[src/rtl/wdla_pkg.sv]
// Package for the wheel delta line accumulator: widths, register indexes,
// state and unit codes shared by the core and its serial arithmetic unit.
// No dependencies.
package wdla_pkg;

    localparam int unsigned WIN_W       = 16;
    localparam int unsigned DELTA_W     = 16;
    localparam int unsigned PAGE_W      = 10;
    localparam int unsigned TIME_W      = 32;
    localparam int unsigned LINES_W     = 20;
    localparam int unsigned ACC_W       = 17;
    localparam int unsigned SUM_W       = 18;
    localparam int unsigned RATE_W      = 10;
    localparam int unsigned LINE_MAG_W  = 21;
    localparam int unsigned NUM_W       = 28;
    localparam int unsigned NOTCH_UNITS = 120;
    localparam int unsigned CFG_IDX_W   = 3;
    localparam int unsigned CFG_DATA_W  = 32;
    localparam int unsigned NOTCH_W     = 8;

    // one shift step per operand bit
    localparam int unsigned UNIT_STEPS = NUM_W;
    localparam int unsigned CNT_W      = $clog2(UNIT_STEPS);
    localparam logic [CNT_W-1:0] CNT_LAST = CNT_W'(UNIT_STEPS - 1);

    localparam logic [NOTCH_W-1:0] RST_LINES_VERT   = NOTCH_W'(3);
    localparam logic [NOTCH_W-1:0] RST_CHARS_HORIZ  = NOTCH_W'(3);
    localparam logic [TIME_W-1:0]  RST_IDLE_TIMEOUT = TIME_W'(1000);

    typedef enum logic [CFG_IDX_W-1:0] {
        CFG_LINES_VERT   = 3'd0,
        CFG_CHARS_HORIZ  = 3'd1,
        CFG_PAGE_MODE    = 3'd2,
        CFG_IDLE_TIMEOUT = 3'd3
    } t_cfg_idx;

    typedef enum logic {
        OP_MUL = 1'b0,
        OP_DIV = 1'b1
    } t_unit_op;

    typedef struct packed {
        logic     start;
        t_unit_op op;
    } t_unit_ctl;

    typedef struct packed {
        logic busy;
        logic done;
    } t_unit_sts;

    typedef enum logic [2:0] {
        ST_IDLE,
        ST_PREP,
        ST_MUL_RATE,
        ST_DIV_NOTCH,
        ST_MUL_NOTCH,
        ST_DIV_RATE,
        ST_FINISH
    } t_state;

endpackage

[src/rtl/wdla_serial_unit.sv]
// Bit-serial multiply / restoring divide unit, one operand bit per cycle.
// Depends on wdla_pkg.
module wdla_serial_unit (
    input  logic                      i_clk,
    input  logic                      i_rst_n,
    input  wdla_pkg::t_unit_ctl       i_ctl,
    input  logic [wdla_pkg::NUM_W-1:0]  i_operand,
    input  logic [wdla_pkg::RATE_W-1:0] i_factor,
    output wdla_pkg::t_unit_sts       o_sts,
    output logic [wdla_pkg::NUM_W-1:0]  o_result
);
    import wdla_pkg::*;

    localparam int unsigned WORK_W = NUM_W + RATE_W;

    logic [WORK_W-1:0] r_work, n_work;
    logic [RATE_W-1:0] r_b, n_b;
    t_unit_op          r_op, n_op;
    logic [CNT_W-1:0]  r_cnt, n_cnt;
    logic              r_busy, n_busy;
    logic              r_done, n_done;

    logic [RATE_W:0]   mul_sum;
    logic [RATE_W+1:0] trial;
    logic              fits;

    always_comb begin
        // multiply: add factor into the upper part, then shift right
        mul_sum = {1'b0, r_work[WORK_W-1:NUM_W]}
                + (r_work[0] ? {1'b0, r_b} : {(RATE_W+1){1'b0}});
        // divide: shift the next dividend bit into the remainder and try
        trial = {1'b0, r_work[WORK_W-1:NUM_W], r_work[NUM_W-1]} - {2'b00, r_b};
        fits  = !trial[RATE_W+1];

        n_work = r_work;
        n_b    = r_b;
        n_op   = r_op;
        n_cnt  = r_cnt;
        n_busy = r_busy;
        n_done = 1'b0;

        if (i_ctl.start) begin
            n_work = {{RATE_W{1'b0}}, i_operand};
            n_b    = i_factor;
            n_op   = i_ctl.op;
            n_cnt  = '0;
            n_busy = 1'b1;
        end else if (r_busy) begin
            case (r_op)
                OP_MUL: n_work = {mul_sum, r_work[NUM_W-1:1]};
                OP_DIV: begin
                    n_work = {fits ? trial[RATE_W-1:0]
                                   : {r_work[WORK_W-2:NUM_W], r_work[NUM_W-1]},
                              r_work[NUM_W-2:0], fits};
                end
                default: n_work = r_work;
            endcase
            if (r_cnt == CNT_LAST) begin
                n_busy = 1'b0;
                n_done = 1'b1;
            end else begin
                n_cnt = r_cnt + CNT_W'(1);
            end
        end
    end

    always_ff @(posedge i_clk) begin
        if (!i_rst_n) begin
            r_cnt  <= '0;
            r_busy <= 1'b0;
            r_done <= 1'b0;
        end else begin
            r_cnt  <= n_cnt;
            r_busy <= n_busy;
            r_done <= n_done;
        end
    end

    always_ff @(posedge i_clk) begin
        r_work <= n_work;
        r_b    <= n_b;
        r_op   <= n_op;
    end

    assign o_sts.busy = r_busy;
    assign o_sts.done = r_done;
    assign o_result   = r_work[NUM_W-1:0];

endmodule

[src/rtl/wheel_delta_line_accumulator_core.sv]
// Wheel delta line accumulator: top level with controller, axis state and
// configuration registers. Depends on wdla_pkg and wdla_serial_unit.
//
//  Channel   Signals                                   Direction
//  request   i_req_valid / o_req_ready + input fields  in
//  result    o_res_valid / i_res_ready + o_scroll_lines out
//  config    i_cfg_we, i_cfg_idx, i_cfg_data           in, write only
//
// From acceptance to a valid result a request goes through a setup state,
// four passes through the shared bit-serial unit (multiply by rate, divide
// by 120, multiply by 120, divide by rate) and a write-back state; a zero
// rate skips the unit and goes from setup straight to write-back.
// A new request is taken the cycle after the result is registered.
// Synchronous active-low reset restores the register defaults and clears
// both accumulators, last times and the stored window id.
// A stalled result holds the core in write-back until the output slot frees.
module wheel_delta_line_accumulator_core (
    input  logic                                i_clk,
    input  logic                                i_rst_n,
    input  logic                                i_cfg_we,
    input  logic [wdla_pkg::CFG_IDX_W-1:0]      i_cfg_idx,
    input  logic [wdla_pkg::CFG_DATA_W-1:0]     i_cfg_data,
    input  logic                                i_req_valid,
    output logic                                o_req_ready,
    input  logic [wdla_pkg::WIN_W-1:0]          i_window_id,
    input  logic signed [wdla_pkg::DELTA_W-1:0] i_wheel_delta,
    input  logic [wdla_pkg::PAGE_W-1:0]         i_page_size,
    input  logic                                i_axis_vertical,
    input  logic [wdla_pkg::TIME_W-1:0]         i_time_ms,
    output logic                                o_res_valid,
    input  logic                                i_res_ready,
    output logic signed [wdla_pkg::LINES_W-1:0] o_scroll_lines
);
    import wdla_pkg::*;

    t_state r_state, n_state;

    // configuration
    logic [NOTCH_W-1:0] r_lines_v, n_lines_v;
    logic [NOTCH_W-1:0] r_chars_h, n_chars_h;
    logic               r_page_mode, n_page_mode;
    logic [TIME_W-1:0]  r_timeout, n_timeout;

    // per-axis state and the last window id
    logic [WIN_W-1:0]  r_prev_win, n_prev_win;
    logic [TIME_W-1:0] r_last [2];
    logic [TIME_W-1:0] n_last [2];
    logic [ACC_W-1:0]  r_acc [2];
    logic [ACC_W-1:0]  n_acc [2];

    // captured request and working values
    logic [WIN_W-1:0]      r_win, n_win;
    logic [DELTA_W-1:0]    r_delta, n_delta;
    logic [PAGE_W-1:0]     r_page, n_page;
    logic                  r_ax, n_ax;
    logic [TIME_W-1:0]     r_time, n_time;
    logic [SUM_W-1:0]      r_mag, n_mag;
    logic                  r_neg, n_neg;
    logic [RATE_W-1:0]     r_rate, n_rate;
    logic [LINE_MAG_W-1:0] r_lines, n_lines;
    logic [SUM_W-1:0]      r_rem, n_rem;

    logic               r_out_valid, n_out_valid;
    logic [LINES_W-1:0] r_out_lines, n_out_lines;

    // setup and write-back terms
    logic [PAGE_W-1:0]  page_eff;
    logic [NOTCH_W-1:0] reg_rate;
    logic [RATE_W-1:0]  rate;
    logic               win_change;
    logic [ACC_W-1:0]   acc_old;
    logic [TIME_W-1:0]  idle_gap;
    logic               timed_out;
    logic               delta_pos;
    logic               sign_clash;
    logic [ACC_W-1:0]   acc_base;
    logic [SUM_W-1:0]   acc_sum;
    logic [SUM_W-1:0]   acc_mag;
    logic [ACC_W-1:0]   acc_new;
    logic [LINES_W-1:0] lines_low;

    t_unit_ctl         unit_ctl;
    t_unit_sts         unit_sts;
    logic [NUM_W-1:0]  unit_a;
    logic [RATE_W-1:0] unit_b;
    logic [NUM_W-1:0]  unit_result;

    wdla_serial_unit u_unit (
        .i_clk     (i_clk),
        .i_rst_n   (i_rst_n),
        .i_ctl     (unit_ctl),
        .i_operand (unit_a),
        .i_factor  (unit_b),
        .o_sts     (unit_sts),
        .o_result  (unit_result)
    );

    always_comb begin
        page_eff   = (r_page == '0) ? PAGE_W'(1) : r_page;
        reg_rate   = r_ax ? r_lines_v : r_chars_h;
        rate       = ((r_ax && r_page_mode) || ({2'b00, reg_rate} >= page_eff))
                     ? page_eff : {2'b00, reg_rate};
        win_change = (r_win != r_prev_win);
        acc_old    = r_acc[r_ax];
        idle_gap   = r_time - r_last[r_ax];
        timed_out  = (idle_gap > r_timeout);
        delta_pos  = !r_delta[DELTA_W-1] && (r_delta != '0);
        sign_clash = (delta_pos == acc_old[ACC_W-1]);
        acc_base   = (win_change || timed_out || sign_clash) ? '0 : acc_old;
        acc_sum    = {acc_base[ACC_W-1], acc_base}
                   + {{(SUM_W-DELTA_W){r_delta[DELTA_W-1]}}, r_delta};
        acc_mag    = acc_sum[SUM_W-1] ? (~acc_sum + SUM_W'(1)) : acc_sum;
        // carried remainder takes the sign of the accumulated delta
        acc_new    = r_neg ? ACC_W'(~r_rem + SUM_W'(1)) : ACC_W'(r_rem);
        lines_low  = r_lines[LINES_W-1:0];
    end

    always_comb begin
        n_state     = r_state;
        n_lines_v   = r_lines_v;
        n_chars_h   = r_chars_h;
        n_page_mode = r_page_mode;
        n_timeout   = r_timeout;
        n_prev_win  = r_prev_win;
        n_last      = r_last;
        n_acc       = r_acc;
        n_win       = r_win;
        n_delta     = r_delta;
        n_page      = r_page;
        n_ax        = r_ax;
        n_time      = r_time;
        n_mag       = r_mag;
        n_neg       = r_neg;
        n_rate      = r_rate;
        n_lines     = r_lines;
        n_rem       = r_rem;
        n_out_valid = r_out_valid;
        n_out_lines = r_out_lines;
        unit_ctl    = '{start: 1'b0, op: OP_MUL};
        unit_a      = unit_result;
        unit_b      = RATE_W'(NOTCH_UNITS);
        o_req_ready = 1'b0;

        if (i_cfg_we) begin
            case (t_cfg_idx'(i_cfg_idx))
                CFG_LINES_VERT:   n_lines_v   = i_cfg_data[NOTCH_W-1:0];
                CFG_CHARS_HORIZ:  n_chars_h   = i_cfg_data[NOTCH_W-1:0];
                CFG_PAGE_MODE:    n_page_mode = i_cfg_data[0];
                CFG_IDLE_TIMEOUT: n_timeout   = i_cfg_data[TIME_W-1:0];
                default: ;
            endcase
        end

        if (r_out_valid && i_res_ready) begin
            n_out_valid = 1'b0;
        end

        case (r_state)
            ST_IDLE: begin
                o_req_ready = 1'b1;
                if (i_req_valid) begin
                    n_win   = i_window_id;
                    n_delta = i_wheel_delta;
                    n_page  = i_page_size;
                    n_ax    = i_axis_vertical;
                    n_time  = i_time_ms;
                    n_state = ST_PREP;
                end
            end
            ST_PREP: begin
                n_prev_win   = r_win;
                n_last[r_ax] = r_time;
                if (win_change) begin
                    n_acc[0] = '0;
                    n_acc[1] = '0;
                end
                n_mag  = acc_mag;
                n_neg  = acc_sum[SUM_W-1];
                n_rate = rate;
                if (rate == '0) begin
                    // no rate: no lines, drop the accumulator
                    n_lines = '0;
                    n_rem   = '0;
                    n_state = ST_FINISH;
                end else begin
                    unit_ctl = '{start: 1'b1, op: OP_MUL};
                    unit_a   = NUM_W'(acc_mag);
                    unit_b   = rate;
                    n_state  = ST_MUL_RATE;
                end
            end
            ST_MUL_RATE: begin
                if (unit_sts.done) begin
                    unit_ctl = '{start: 1'b1, op: OP_DIV};
                    n_state  = ST_DIV_NOTCH;
                end
            end
            ST_DIV_NOTCH: begin
                if (unit_sts.done) begin
                    n_lines  = unit_result[LINE_MAG_W-1:0];
                    unit_ctl = '{start: 1'b1, op: OP_MUL};
                    n_state  = ST_MUL_NOTCH;
                end
            end
            ST_MUL_NOTCH: begin
                if (unit_sts.done) begin
                    unit_ctl = '{start: 1'b1, op: OP_DIV};
                    unit_b   = r_rate;
                    n_state  = ST_DIV_RATE;
                end
            end
            ST_DIV_RATE: begin
                if (unit_sts.done) begin
                    n_rem   = r_mag - unit_result[SUM_W-1:0];
                    n_state = ST_FINISH;
                end
            end
            ST_FINISH: begin
                // hold until the output slot is free
                if (!r_out_valid || i_res_ready) begin
                    n_acc[r_ax] = acc_new;
                    n_out_valid = 1'b1;
                    n_out_lines = (r_neg ^ r_ax) ? (~lines_low + LINES_W'(1)) : lines_low;
                    n_state     = ST_IDLE;
                end
            end
            default: n_state = ST_IDLE;
        endcase
    end

    always_ff @(posedge i_clk) begin
        if (!i_rst_n) begin
            r_state     <= ST_IDLE;
            r_lines_v   <= RST_LINES_VERT;
            r_chars_h   <= RST_CHARS_HORIZ;
            r_page_mode <= 1'b0;
            r_timeout   <= RST_IDLE_TIMEOUT;
            r_prev_win  <= '0;
            r_last[0]   <= '0;
            r_last[1]   <= '0;
            r_acc[0]    <= '0;
            r_acc[1]    <= '0;
            r_out_valid <= 1'b0;
        end else begin
            r_state     <= n_state;
            r_lines_v   <= n_lines_v;
            r_chars_h   <= n_chars_h;
            r_page_mode <= n_page_mode;
            r_timeout   <= n_timeout;
            r_prev_win  <= n_prev_win;
            r_last      <= n_last;
            r_acc       <= n_acc;
            r_out_valid <= n_out_valid;
        end
    end

    always_ff @(posedge i_clk) begin
        r_win       <= n_win;
        r_delta     <= n_delta;
        r_page      <= n_page;
        r_ax        <= n_ax;
        r_time      <= n_time;
        r_mag       <= n_mag;
        r_neg       <= n_neg;
        r_rate      <= n_rate;
        r_lines     <= n_lines;
        r_rem       <= n_rem;
        r_out_lines <= n_out_lines;
    end

    assign o_res_valid    = r_out_valid;
    assign o_scroll_lines = r_out_lines;

endmodule

[config.mk]
export PLATFORM = sky130hd
export DESIGN_NAME = wheel_delta_line_accumulator_core
export DESIGN_NICKNAME = d
export VERILOG_FILES = /design/src/rtl/wdla_pkg.sv /design/src/rtl/wdla_serial_unit.sv /design/src/rtl/wheel_delta_line_accumulator_core.sv
export SDC_FILE = /design/constraint.sdc
export NUM_CORES = 1
export LEC_CHECK = 0
export BUFFER_PORTS_ARGS = -buffer_cell sky130_fd_sc_hd__buf_2
export CAP_MARGIN = 30
export CORE_UTILIZATION = 45
export CTS_CLUSTER_SIZE = 10
export DETAILED_ROUTE_END_ITERATION = 10
export GPL_TIMING_DRIVEN = 0
export PLACE_DENSITY = 0.73
export SLEW_MARGIN = 20
export SYNTH_ARGS = -nofsm -noshare
export SYNTH_HDL_FRONTEND = slang
export SYNTH_SLANG_ARGS = --single-unit
[constraint.sdc]
create_clock -name i_clk -period 27.2 [get_ports i_clk]
set_input_delay 1.36 -clock i_clk [delete_from_list [all_inputs] [get_ports i_clk]]
set_output_delay 1.36 -clock i_clk [all_outputs]
set_load 0.02 [all_outputs]
==> out/qor.txt, run 1 <==
status: completed
Setup crit start: r_ax
Tightest Hold Check Type: flip-flop to flip-flop
busiest grt layer: met2
unrepaired setup endpoints after global routing: no
starting density of the core: 45.89%
min-delay src: r_last[3]
first-pass GRT wire length: 82.78 mm
leading cell type in the layout, fill and taps excluded: nand2_1
Cell variety after synth: 82
initial antenna violation count: 5
Mapped Cells: 2134
Mean Syn Cell Area: 9.822 µm²
#FFs+latches synth: 383
Tcrit/Tclk final: 44.47%
post-cts sizing count: 0
worst skew pair latency: 0.58 ns
leakage: 8.999 nW
Synth-to-Final Area Change: 13.74%
Die Wd: 217.8 µm
post-route ant nets: 0
dpl hpwl: 38.72 mm
setup violators final: 0
final-stage net count: 2572
GRT Total Usage: 21.89%
Routed WL: 51.53 mm
Max-Cap Viols: 0
ys async rst share: 0%
worst-margin pin slew: 0.9295 ns
largest net degree at the start of global routing: 55
Avg WL per Cell: 17.41 µm
clk slew on worst S/H paths: 0.06 ns
total power: 2.291 mW
reg-to-reg startpoint: r_ax
clk sinks: 383
Max Buffers Root-to-Sink: 3
total CTS buffers: 45
Pre-antenna DRT Iters: 7
I/O Buffers: 135
vias per inst: 5.493
DR iter-0 viols: 1199
CTS hold repair buffers: 0
postcts setup bufs: 0
clock skew: 0.02395 ns
met1 usage: 28.96%
most frequent cells in the layout: 309 x nand2_1, 199 x edfxtp_1, 184 x dfxtp_1
clk root buf: clkbuf_16
DRC viols: 0
via count: 16260
Worst Path Arrival: 12.52 ns
Placer Congestion: 0.8702
prevailing post-synth register cell: edfxtp_1
Yosys warnings: 0
Critical Path Source Type: flip-flop
met2 Usage GRT: 36.01%
slowest CP cell: clkbuf_1
Fillers: 4092
htree depth: 2
Mapped Area: 20960 µm²
Seq/Total Area, Yosys: 46.08%
row count: 78
Period minus WS final: 12.09 ns
core area: 45670 µm²
family with the most delay on the worst path: simple AND/OR/NAND/NOR gates
Slew Viols, Final: 0
vias in the first global route: 16070
GRT Residual Overflow: 0
critical path buffer and inverter count: 5
Peak supply drop: 0.06713 mV
CTS tree: built
Post-synth EDFFs: 199
Worst EP required: 27.62 ns
critical path class: flip-flop to flip-flop
final hold violation count: 0
Max-slew headroom: 37.59%
syn nets: 2383
Die Y: 217.8 µm
proportion of layout cells with a drive suffix above 1: 10.95%
crit end category: flip-flop
die area: 47450 µm²
max frequency: 82.68 MHz
# IOs: 137
Worst Path Max Fanout: 10
met3 GRT Util: 4.100%
Pwr per Cell Area: 96.09 nW/µm²
setup TNS: 0 ns
Max stage delay on crit path: 0.70 ns
stage by stage:
stage | hold WS (ns) | util [%] | std cells | setup WS, ns | cell area, µm²
after global routing | 0.4841 | 52.20 | 2959 | 14.29 | 23840
after global placement | 0.4489 | 49.01 | 2869 | 15.19 | 22390
after CTS | 0.4664 | 52.11 | 2952 | 15.06 | 23800
after detailed placement | 0.4589 | 49.17 | 2872 | 15.09 | 22460
final | 0.4637 | 52.20 | 2959 | 15.11 | 23840
after floorplan | 0.4400 | - | 2134 | 17.75 | 20960
cell families after synthesis:
family	Yosys count	share of synthesized area, %
simple gates	688	15.23
compound gates	499	16.43
xor+xnor	136	5.683
mux	98	4.793
fa+ha+maj	134	8.178
buf+inv	196	3.600
flops	383	46.08
worst reg2reg max path: cells and delay by family, from the launching register on:
family,cells,cell delay [ns]
AND/OR/NAND/NOR,16,4.59
AO/OA/AOI/OAI,9,2.19
XOR/XNOR,1,0.41
flip-flops,1,0.32
buffers and inverters,5,2.94
multiplexers,1,0.23
adder cells (fa/ha/maj),4,1.28
cell type report:
| type | instances | area [µm²] | area share (%) |
|---|---|---|---|
| multi-input cells | 1555 | 10550 | 44.26 |
| repair buffers | 142 | 770.7 | 3.233 |
| inverters | 103 | 386.6 | 1.622 |
| clock buffers | 78 | 1323 | 5.547 |
| plain buffers | 93 | 369.1 | 1.548 |
| clock inverters | 2 | 21.27 | 0.08922 |
| flip-flops and latches | 383 | 9659 | 40.52 |
| diodes | 3 | 7.507 | 0.03149 |
| well taps | 600 | 750.7 | 3.149 |
worst paths after layout:
check	to	slack [ns]	depth (start not counted)
worst min register to register	r_last[3]	0.46	2
worst max-delay path	u_unit.r_work[17]	15.11	36
worst max register to register	u_unit.r_work[17]	15.11	36
worst min-delay path	r_last[3]	0.46	2
power by group:
group	internal, mW	switching (mW)
Clock	0.328	0.237
Combinational	0.374	0.540
Sequential	0.747	0.0662
Total	1.45	0.842
cell usage after synthesis, drive strengths merged, types with 6 or more instances:
cell,n,share of area [%]
a211oi,20,0.74
a21boi,123,4.4
a21o,37,1.3
a21oi,99,2.5
a22o,6,0.25
a22oi,35,1.3
a31oi,12,0.39
and2,25,0.75
and3,9,0.27
buf,18,0.41
clkbuf,75,1.3
dfxtp,184,18
edfxtp,199,29
ha,129,7.7
inv,102,1.8
mux2,19,1.0
mux2i,79,3.8
nand2,309,5.5
nand2b,19,0.57
nand3,21,0.50
nand4,17,0.58
nor2,130,2.3
nor2b,56,1.7
nor3,48,1.2
nor4,11,0.33
o211ai,13,0.49
o21a,13,0.47
o21ai,76,1.9
o21bai,7,0.25
o31ai,17,0.61
or2,8,0.24
or3,10,0.30
or4,9,0.32
xnor2,98,4.1
xor2,38,1.6
routing by layer:
metal	part of all wire, %	vias up
li1	-	7965
met1	45	7734
met2	46	451
met3	6.2	101
met4	2.6	4
met5	0.045	-
flip-flops by register name (all words and copies together) (netlist names), 3 cells and up:
signal and flops:
r_lines 20, u_unit.r_work 38, r_rem 17, r_last 64, r_prev_win 16, r_timeout 32, r_page 10, r_acc 34
r_win 16, u_unit.r_cnt 5, o_scroll_lines 20, r_state 3, r_rate 10, r_time 32, r_mag 17, r_delta 16
u_unit.r_b 10, r_lines_v 8, r_chars_h 8
Power figures use the tool's default switching activity.
==> run 2: changes to the inputs <==
--- a/config.mk
+++ b/config.mk
@@ -11,7 +11,7 @@
 export CTS_CLUSTER_SIZE = 10
 export DETAILED_ROUTE_END_ITERATION = 10
 export GPL_TIMING_DRIVEN = 0
-export PLACE_DENSITY = 0.73
+export PLACE_DENSITY = 0.76
 export SLEW_MARGIN = 20
 export SYNTH_ARGS = -nofsm -noshare
 export SYNTH_HDL_FRONTEND = slang
==> constraint.sdc (replaced) <==
create_clock -name i_clk -period 10.3 [get_ports i_clk]
set_input_delay 0.515 -clock i_clk [delete_from_list [all_inputs] [get_ports i_clk]]
set_output_delay 0.515 -clock i_clk [all_outputs]
set_load 0.02 [all_outputs]
==> run 2 against run 1 <==
Net effect: flip-flop and latch count unchanged; cell count is 0.24% higher; non-clock buffer count grew 5; via count increased by 0.79%; largest power group unchanged.
==> out/qor.txt, run 2 (synthesized netlist as in run 1, its figures left out) <==
Worst Path Arrival: 10.29 ns
clk sinks: 383
proportion of layout cells with a drive suffix above 1: 11.59%
setup violators final: 0
leading cell type in the layout, fill and taps excluded: nand2_1
Comb power frac: 40.0%
busiest grt layer: met2
slowest CP cell: or4_1
Fillers: 4071
most used cell, CP: buf_4
Setup crit start: r_ax
# IOs: 137
met1 usage: 28.63%
Switching Fraction: 36.77%
vias in the first global route: 16320
core area: 45670 µm²
Worst Path Max Fanout: 19
max frequency: 101.3 MHz
Tcrit/Tclk final: 95.80%
GRT Total Usage: 21.99%
status: completed
Period minus WS final: 9.868 ns
final hold violation count: 0
Synth-to-Final Area Change: 14.42%
clock skew: 0.01965 ns
family with the most delay on the worst path: simple AND/OR/NAND/NOR gates
Max stage delay on crit path: 0.63 ns
Die Wd: 217.8 µm
Routed WL: 51.85 mm
Worst EP required: 10.73 ns
met2 Usage GRT: 37.34%
post-route ant nets: 0
worst-margin pin slew: 1.001 ns
internal power: 3.860 mW
multi-input logic area: 10580 µm²
Max Buffers Root-to-Sink: 3
critical path buffer and inverter count: 7
reg-to-reg startpoint: r_ax
Top Registers: r_last (64), u_unit.r_work (38), r_acc (34)
dpl hpwl: 38.77 mm
Avg WL per Cell: 17.48 µm
setup TNS: 0 ns
Register Area: 9659 µm²
Die Y: 217.8 µm
Placer Congestion: 0.9205
total CTS buffers: 46
final-stage net count: 2578
starting density of the core: 45.89%
worst skew pair latency: 0.59 ns
Max-Cap Viols: 0
die area: 47450 µm²
Slew Viols, Final: 0
Clk pwr share: 24.8%
sequential power share: 35.2%
Pwr per Cell Area: 254.5 nW/µm²
initial antenna violation count: 4
unrepaired setup endpoints after global routing: no
Tightest Hold Check Type: input pin to flip-flop
Pre-antenna DRT Iters: 5
most frequent cells in the layout: 309 x nand2_1, 199 x edfxtp_1, 184 x dfxtp_1
clk slew on worst S/H paths: 0.06 ns
Biggest register: r_last
DRC viols: 0
CTS hold repair buffers: 0
clk root buf: clkbuf_16
htree depth: 2
min-delay src: i_time_ms[14]
total power: 6.104 mW
via count: 16380
largest net degree at the start of global routing: 45
crit end category: flip-flop
DR iter-0 viols: 1308
Max-slew headroom: 32.64%
switching power: 2.245 mW
row count: 78
Critical Path Source Type: flip-flop
Peak supply drop: 0.1660 mV
met3 GRT Util: 3.891%
I/O Buffers: 135
GRT Residual Overflow: 0
critical path class: flip-flop to flip-flop
first-pass GRT wire length: 83.46 mm
CTS tree: built
max reg flops: 64
vias per inst: 5.524
leakage: 9.071 nW
run 2: layout make-up:
type                    instances  share of cell area, %
clock buffers                  78                  5.603
plain buffers                  91                  1.602
repair buffers                149                  3.464
diodes                          2                0.02087
inverters                     103                  1.612
well taps                     600                  3.130
multi-input cells            1555                  44.10
clock inverters                 5                 0.1930
flip-flops and latches        383                  40.28
run 2: path summary, 6_finish.rpt:
path                       endpoint  cells past startpoint  slack (ns)
setup / recovery  u_unit.r_work[17]                     37        0.43
hold / removal           r_time[14]                      1        0.10
setup reg to reg  u_unit.r_work[17]                     37        0.43
hold reg to reg          r_last[62]                      2        0.46
run 2: power groups by stage:
stage | Combinational (mW) | Clock (mW) | Sequential [mW]
CTS | 2.41 | 1.54 | 2.14
detailed placement | 2.38 | 0 | 2.17
finish | 2.44 | 1.52 | 2.15
global route | 2.72 | 1.60 | 2.18
global placement | 2.26 | 0 | 2.18
floorplan | 1.79 | 0 | 2.12
run 2: routing by layer:
metal / wire (µm) / up-vias / part of all wire [%]
met5: 23 / - / 0.044
met4: 1169 / 4 / 2.3
met3: 3173 / 92 / 6.1
met2: 24850 / 494 / 48
met1: 22640 / 7807 / 44
li1: - / 7987 / -
run 2: per-stage QoR:
step	instances	util, %	area (µm²)	hold WS [ns]	setup WS, ns
5_1_grt	2966	52.51	23980	0.08558	0.01721
4_1_cts	2954	52.26	23870	0.07724	0.08915
3_3_place_gp	2869	49.01	22390	0.4473	-1.672
6_report	2966	52.51	23980	0.1006	0.4324
3_5_place_dp	2872	49.18	22460	0.4561	-1.801
2_1_floorplan	2134	-	20960	0.4400	0.8478
run 2: repair_timing:
item                                    4_1_cts  5_1_grt
endpoints found under the setup margin       34       26
setup buffers                                 1        7
pin swaps                                     0        4
resized for setup                             7        7
